$ cat config.mk
export PLATFORM = sky130hd
export DESIGN_NAME = tsvc_near
export DESIGN_NICKNAME = d
export VERILOG_FILES = /design/src/hdl/tsvc_pkg.sv /design/src/hdl/tsvc_near.sv
export SDC_FILE = /design/constraint.sdc
export NUM_CORES = 2
export LEC_CHECK = 0
export CAP_MARGIN = 20
export CORE_ASPECT_RATIO = 1.4
export CORE_MARGIN = 4
export CORE_UTILIZATION = 50
export CTS_BUF_LIST = sky130_fd_sc_hd__clkbuf_16
export CTS_CLUSTER_SIZE = 28
export DETAILED_ROUTE_END_ITERATION = 12
export DONT_BUFFER_PORTS = 1
export GPL_TIMING_DRIVEN = 0
export PLACE_DENSITY = 0.64
export SLEW_MARGIN = 0
export SYNTH_ARGS = -nofsm -noshare
export SYNTH_HDL_FRONTEND = slang
export SYNTH_SLANG_ARGS = --single-unit
$ cat constraint.sdc
create_clock -name i_clk -period 10.9 [get_ports i_clk]
set_input_delay 1.09 -clock i_clk [delete_from_list [all_inputs] [get_ports i_clk]]
set_output_delay 1.09 -clock i_clk [all_outputs]
set_load 0.005 [all_outputs]
$ cat src/hdl/tsvc_pkg.sv
`timescale 1ns / 1ps
// ---------------------------------------------------------------------------
// tsvc_pkg
// Shared types and constants of the track section visibility cull unit.
// ---------------------------------------------------------------------------
package tsvc_pkg;

    localparam int SECTIONS_DEF    = 1024;
    localparam int WALK_LENGTH_DEF = 30;
    localparam int IDX_W           = 10;
    localparam int COORD_W         = 24;
    localparam int RAD_W           = 15;
    localparam int OBJ_W           = 15;
    localparam int MAG_W           = 25;
    localparam int SQ_W            = 52;
    localparam int ROOT_W          = 26;

    typedef enum logic [2:0] {
        ST_IDLE,
        ST_READ,
        ST_BOX,
        ST_ROOT,
        ST_DECIDE,
        ST_DONE
    } t_state;

    // request to the near-test unit
    typedef struct packed {
        logic                      start;
        logic signed [COORD_W-1:0] dx_a;
        logic signed [COORD_W-1:0] dx_b;
        logic signed [COORD_W-1:0] dy_a;
        logic signed [COORD_W-1:0] dy_b;
        logic signed [COORD_W-1:0] dz_a;
        logic signed [COORD_W-1:0] dz_b;
        logic [RAD_W:0]            box;
        logic [RAD_W-1:0]          rad;
        logic [RAD_W-1:0]          ext;
    } t_near_req;

    typedef struct packed {
        logic done;
        logic pass;
    } t_near_rsp;

endpackage

$ cat src/hdl/tsvc_near.sv
`timescale 1ns / 1ps
// ---------------------------------------------------------------------------
// tsvc_near
// Box precheck and distance test of one object against one section centre.
// Squares the three axis offsets in turn, then a bit-pair-per-cycle integer square root.
// ---------------------------------------------------------------------------
module tsvc_near (
    input  logic                i_clk,
    input  logic                i_rst_n,
    input  tsvc_pkg::t_near_req i_req,
    output tsvc_pkg::t_near_rsp o_rsp
);
    import tsvc_pkg::*;

    typedef enum logic [2:0] {
        N_IDLE, N_SQX, N_SQY, N_SQZ, N_ROOT
    } t_nstate;

    t_nstate           r_st, n_st;
    logic [MAG_W-1:0]  r_ax, r_ay, r_az;
    logic [SQ_W+1:0]   r_n;
    logic [SQ_W+1:0]   r_res;
    logic [4:0]        r_cnt;
    logic [RAD_W-1:0]  r_rad, r_ext;
    logic              r_done, r_fin;
    logic [2*MAG_W-1:0] w_sq;
    logic [MAG_W-1:0]  w_sel;
    logic [SQ_W+1:0]   w_bit, w_trial;
    logic [MAG_W:0]    w_dx, w_dy, w_dz;
    logic [MAG_W-1:0]  w_ax, w_ay, w_az;
    logic              w_box;
    logic [ROOT_W+1:0] w_diff;

    always_comb begin
        w_dx = {i_req.dx_a[COORD_W-1], i_req.dx_a, 1'b0} - {i_req.dx_b[COORD_W-1], i_req.dx_b, 1'b0};
        w_dy = {i_req.dy_a[COORD_W-1], i_req.dy_a, 1'b0} - {i_req.dy_b[COORD_W-1], i_req.dy_b, 1'b0};
        w_dz = {i_req.dz_a[COORD_W-1], i_req.dz_a, 1'b0} - {i_req.dz_b[COORD_W-1], i_req.dz_b, 1'b0};
        w_ax = w_dx[MAG_W] ? MAG_W'(-w_dx[MAG_W:1]) : w_dx[MAG_W:1];
        w_ay = w_dy[MAG_W] ? MAG_W'(-w_dy[MAG_W:1]) : w_dy[MAG_W:1];
        w_az = w_dz[MAG_W] ? MAG_W'(-w_dz[MAG_W:1]) : w_dz[MAG_W:1];
        w_box = (w_ax < MAG_W'(i_req.box)) && (w_ay < MAG_W'(i_req.box))
                && (w_az < MAG_W'(i_req.box));
    end

    always_comb begin
        unique case (r_st)
            N_SQX:   w_sel = r_ax;
            N_SQY:   w_sel = r_ay;
            default: w_sel = r_az;
        endcase
        w_sq    = w_sel * w_sel;
        w_bit   = (SQ_W+2)'(1) << {r_cnt, 1'b0};
        w_trial = r_res + w_bit;
        w_diff  = {1'b0, r_res[ROOT_W:0]} - (ROOT_W+2)'(r_ext);
    end

    always_comb begin
        n_st = r_st;
        unique case (r_st)
            N_IDLE:  if (i_req.start && w_box) n_st = N_SQX;
            N_SQX:   n_st = N_SQY;
            N_SQY:   n_st = N_SQZ;
            N_SQZ:   n_st = N_ROOT;
            N_ROOT:  if (r_cnt == 5'd0) n_st = N_IDLE;
            default: n_st = N_IDLE;
        endcase
    end

    always_ff @(posedge i_clk) begin
        if (!i_rst_n) begin
            r_st   <= N_IDLE;
            r_done <= 1'b0;
            r_fin  <= 1'b0;
        end else begin
            r_st   <= n_st;
            // done is registered both for a box miss (from the start) and for a root (from its last step)
            r_done <= (r_st == N_IDLE) && i_req.start && !w_box;
            r_fin  <= (r_st == N_ROOT) && (r_cnt == 5'd0);
        end
        unique case (r_st)
            N_IDLE: begin
                r_ax  <= w_ax;
                r_ay  <= w_ay;
                r_az  <= w_az;
                r_rad <= i_req.rad;
                r_ext <= i_req.ext;
                r_n   <= '0;
            end
            N_SQX, N_SQY: r_n <= r_n + (SQ_W+2)'(w_sq);
            N_SQZ: begin
                r_n   <= r_n + (SQ_W+2)'(w_sq);
                r_res <= '0;
                r_cnt <= 5'd26;
            end
            N_ROOT: begin
                // one result bit per cycle, classic restoring root
                if (r_n >= w_trial) begin
                    r_n   <= r_n - w_trial;
                    r_res <= (r_res >> 1) + w_bit;
                end else begin
                    r_res <= r_res >> 1;
                end
                r_cnt <= r_cnt - 5'd1;
            end
            default: ;
        endcase
    end

    assign o_rsp.done = r_done || r_fin;
    assign o_rsp.pass = r_fin && (w_diff[ROOT_W+1] || (w_diff[ROOT_W:0] < (ROOT_W+1)'(r_rad)));

endmodule

==> summary.txt <==
Layout
  – Fillers: between 7000 and 8000
  – Final net count: 6039
  – Fraction of layout cells with a size suffix above 1: under 10%
  – Synth-to-Final Area Change: 6.66%

STA
  – Rel. slew slack: roughly a third
  – Setup_tns: 0 ns
  – Fin crit period: between 10 and 15 ns
  – Worst Tran Pin Value: between 1 and 1.5 ns
  – RSZ-0062 raised after global routing: false
  – Fmax achieved: 96.7 MHz
  – Worst Clk Skew: about 0.043 ns
  – Fin. max-slew vios: 0
  – Period utilisation layout: between 90% and 100%
  – Final Setup Violations: 0
  – Hold Vio Cnt, Final: 0

Synthesis
  – Cells after Synth: 4820
  – Synth Area in Simple Gates: a little over an eighth
  – Yosys cell types: 103
  – Post-synthesis mux area share: less than 1%
  – Largest family of logic cells by synthesized area: adder cells
  – Synthesized area: 42100 sq um
  – Synth Area in Compound Gates: between 15 and 20%
  – Synth Flop Type: edfxtp_1
  – FFs w/ async S/R, synth: 0%
  – Syn_nets: approximately 6000
  – EDFF count, synth: 218
  – Synthesized-area fraction occupied by adder cells: 38.2%
  – Post-Synth XOR/XNOR Area: approximately 7%
  – Yosys warns: 0
  – #FFs+latches synth: 223
  – Avg Cell Area, Syn: between 8 and 9 sq um
  – Sequential element share of the synthesized area: ~16%

Detailed routing
  – Initial DRC Count: around 2200
  – Vias/cell: 5.81
  – Drt first pass iters: 5
  – Detailed Route WL: 128000 um
  – WL/cell: 21.4 um
  – Post-DRT Antenna Nets: 0
  – # DRC: 0
  – Detailed-route via count: about 35000

Die
  – Die Wd: roughly 250 um
  – I/O pin total: roughly 200
  – Core ar.: 83200 sq um
  – Starting density of the core: around half
  – Die height: between 300 and 400 um
  – Die area: 88900 sq um
  – Site Rows: between 100 and 150

Clock network
  – Clk slew on worst S/H paths: about 0.060 ns
  – Maximum clock path buffer count: 3
  – CTS tree: built
  – Clk root buf: clkbuf_16
  – CTS Hold Bufs: 0
  – CTS buffer count: 26
  – H-tree depth: 1
  – Number of clock sinks: about 220
  – Worst skew pair latency: ~0.60 ns

Worst setup path
  – Slowest stage delay, CP: approximately 0.56 ns
  – Crit path DAT: ~11 ns
  – Crit-path most repeated cell: fa_1
  – Slowest cell on crit path: fa_1
  – Setup crit end: r_n[45]
  – FF-to-FF Start: r_st[2]
  – FF-to-FF setup slack: around 0.56 ns
  – CP Launch Type: flop
  – CP Data Required Time: approximately 11 ns
  – R2R cell count: 35
  – Critical path type: reg2reg
  – CP endpoint kind: flop
  – Crit path launch: r_st[2]
  – Max FO, Critical Path: 10
  – Worst R2R End: r_n[45]

Placement
  – Gpl congestion: 0.964
  – Port-buffer cells: 0
  – Dpl hpwl: roughly 110000 um

Global routing
  – Via count of the first global-routing pass: approximately 36000
  – Grt ovf: 0
  – Initial antenna violation count: 3
  – Largest net degree at the start of global routing: 60
  – Total GRT Usage: 28.9%
  – First-pass GRT wire length: 199000 um

Min path
  – Hold Path Class: in2reg

Status
  – Outcome: finished clean

Flow run
  – Max cap viols: 0
==> per-layer routing <==
layer  part of all wire, %  GRT usage, %
met1                    35          31.5
met2                    52          54.0
met3                   5.8          3.59
met4                   7.0          15.8
met5                     0             0
==> flip-flops by register name, indices dropped and copies added, names as in the netlist <==
| register | flops |
|---|---|
| r_ax | 25 |
| r_ay | 25 |
| r_az | 25 |
| r_cnt | 5 |
| r_done | 1 |
| r_ext | 15 |
| r_fin | 1 |
| r_n | 54 |
| r_rad | 15 |
| r_res | 54 |
| r_st | 3 |
==> stage by stage <==
| step | utilization, % | instance area, sq um | hold WS (ns) | worst slack (ns) | instances |
|---|---|---|---|---|---|
| floorplan | - | 42100 | 0.605 | 1.99 | 4820 |
| global placement | 52.2 | 43400 | 0.632 | -2.80 | 5899 |
| detailed placement | 52.6 | 43800 | 0.646 | -0.618 | 5924 |
| CTS | 53.8 | 44800 | 0.561 | 0.0113 | 5969 |
| global route | 53.9 | 44900 | 0.567 | 0.101 | 5970 |
| finish | 53.9 | 44900 | 0.587 | 0.562 | 5972 |
==> cell type report <==
cell class                 instances  area, sq um  area share, %
inverter                         938         3530           7.87
buffer                           131          586           1.31
multi-input combinational       3523        31500           70.2
tap                             1079         1350           3.01
timing repair buffer              29          292          0.650
sequential                       223         6650           14.8
clock inverter                    21          303          0.675
antenna                            2         5.00         0.0112
clock buffer                      26          651           1.45
==> Yosys cell counts, types with 7 or more instances <==
cell type    n  area, sq um
inv_1      932         3500
fa_1       520        10400
ha_1       454         5680
nor2_1     417         1570
nand2_1    385         1450
edfxtp_1   218         6550
a21oi_1    216         1080
o21ai_0    186          931
xnor2_1    174         1520
xor2_1     155         1360
a21o_1     120          901
clkbuf_1   118          443
a31oi_1     74          463
a211oi_1    54          405
nand3_1     54          270
and2_1      49          307
o22ai_1     47          294
nor2b_1     44          275
nand2b_1    42          263
nor3_1      37          185
o21bai_1    36          270
and3_1      35          219
nand4_1     35          219
o21a_1      34          255
o211ai_1    28          210
a221oi_1    24          210
or3_1       19          119
a221o_1     18          180
a21boi_0    17          128
and4_1      17          149
or2_2       17          106
nor4_1      16          100
o31ai_1     15          113
a2111oi_0   12          105
a31o_2      12          105
buf_1       10         37.5
nand3b_1    10         75.1
mux2i_1      9         90.1
a211o_1      8         70.1
o2111ai_1    8         70.1
nor3b_1      7         52.6
==> worst min-delay path by stage <==
stage	from	end	slack, ns	depth (start not counted)
global placement	r_cnt[4]	r_cnt[4]	0.63	2
global route	i_req[19]	r_rad[4]	0.57	0
finish	i_req[5]	r_ext[5]	0.59	0
floorplan	r_cnt[4]	r_cnt[4]	0.60	2
detailed placement	r_cnt[0]	r_cnt[0]	0.65	1
CTS	i_req[18]	r_rad[3]	0.56	0
==> cell families after synthesis <==
family | after synthesis
AO/OA/AOI/OAI | 985
XOR/XNOR | 329
adder cells (fa/ha/maj) | 974
buffers and inverters | 1074
flip-flops | 223
multiplexers | 10
AND/OR/NAND/NOR | 1225
==> placed cells by master, fill, tap and decap left out, types with 14 or more instances in the layout <==
cell type and n:
nand3_1 54, o211ai_1 28, inv_1 931, nand4_1 35
o31ai_1 14, edfxtp_1 218, a211oi_1 54, xor2_1 155
o22ai_1 47, clkbuf_1 91, fa_1 520, o21a_1 34
a31oi_1 74, nand2b_1 42, or3_1 19, a21o_1 120
and2_1 49, a221o_1 17, ha_1 454, clkbuf_16 26
nand2_1 383, or2_2 17, clkbuf_2 26, nor3_1 36
nor2b_1 44, xnor2_1 174, nor2_1 416, and4_1 17
a21boi_0 16, nor4_1 16, a21oi_1 216, o21ai_0 186
and3_1 35, o21bai_1 36, buf_6 16
==> worst max-delay path: cells and delay by family (launching register included) <==
family                   cells  cell delay [ns]
adder cells (fa/ha/maj)      8             3.68
AND/OR/NAND/NOR              6             1.59
flip-flops                   1             0.41
AO/OA/AOI/OAI               11             2.47
XOR/XNOR                     1             0.15
buffers and inverters        9             1.67
==> repair_timing <==
item	in CTS	in global routing
endpoints found under the setup margin	17	16
gates resized for setup	11	70
buffers inserted	0	4
Power is left out: the tool's default activity adds up to more than one toggle a clock period on the data nets, which glitch-free logic cannot reach.
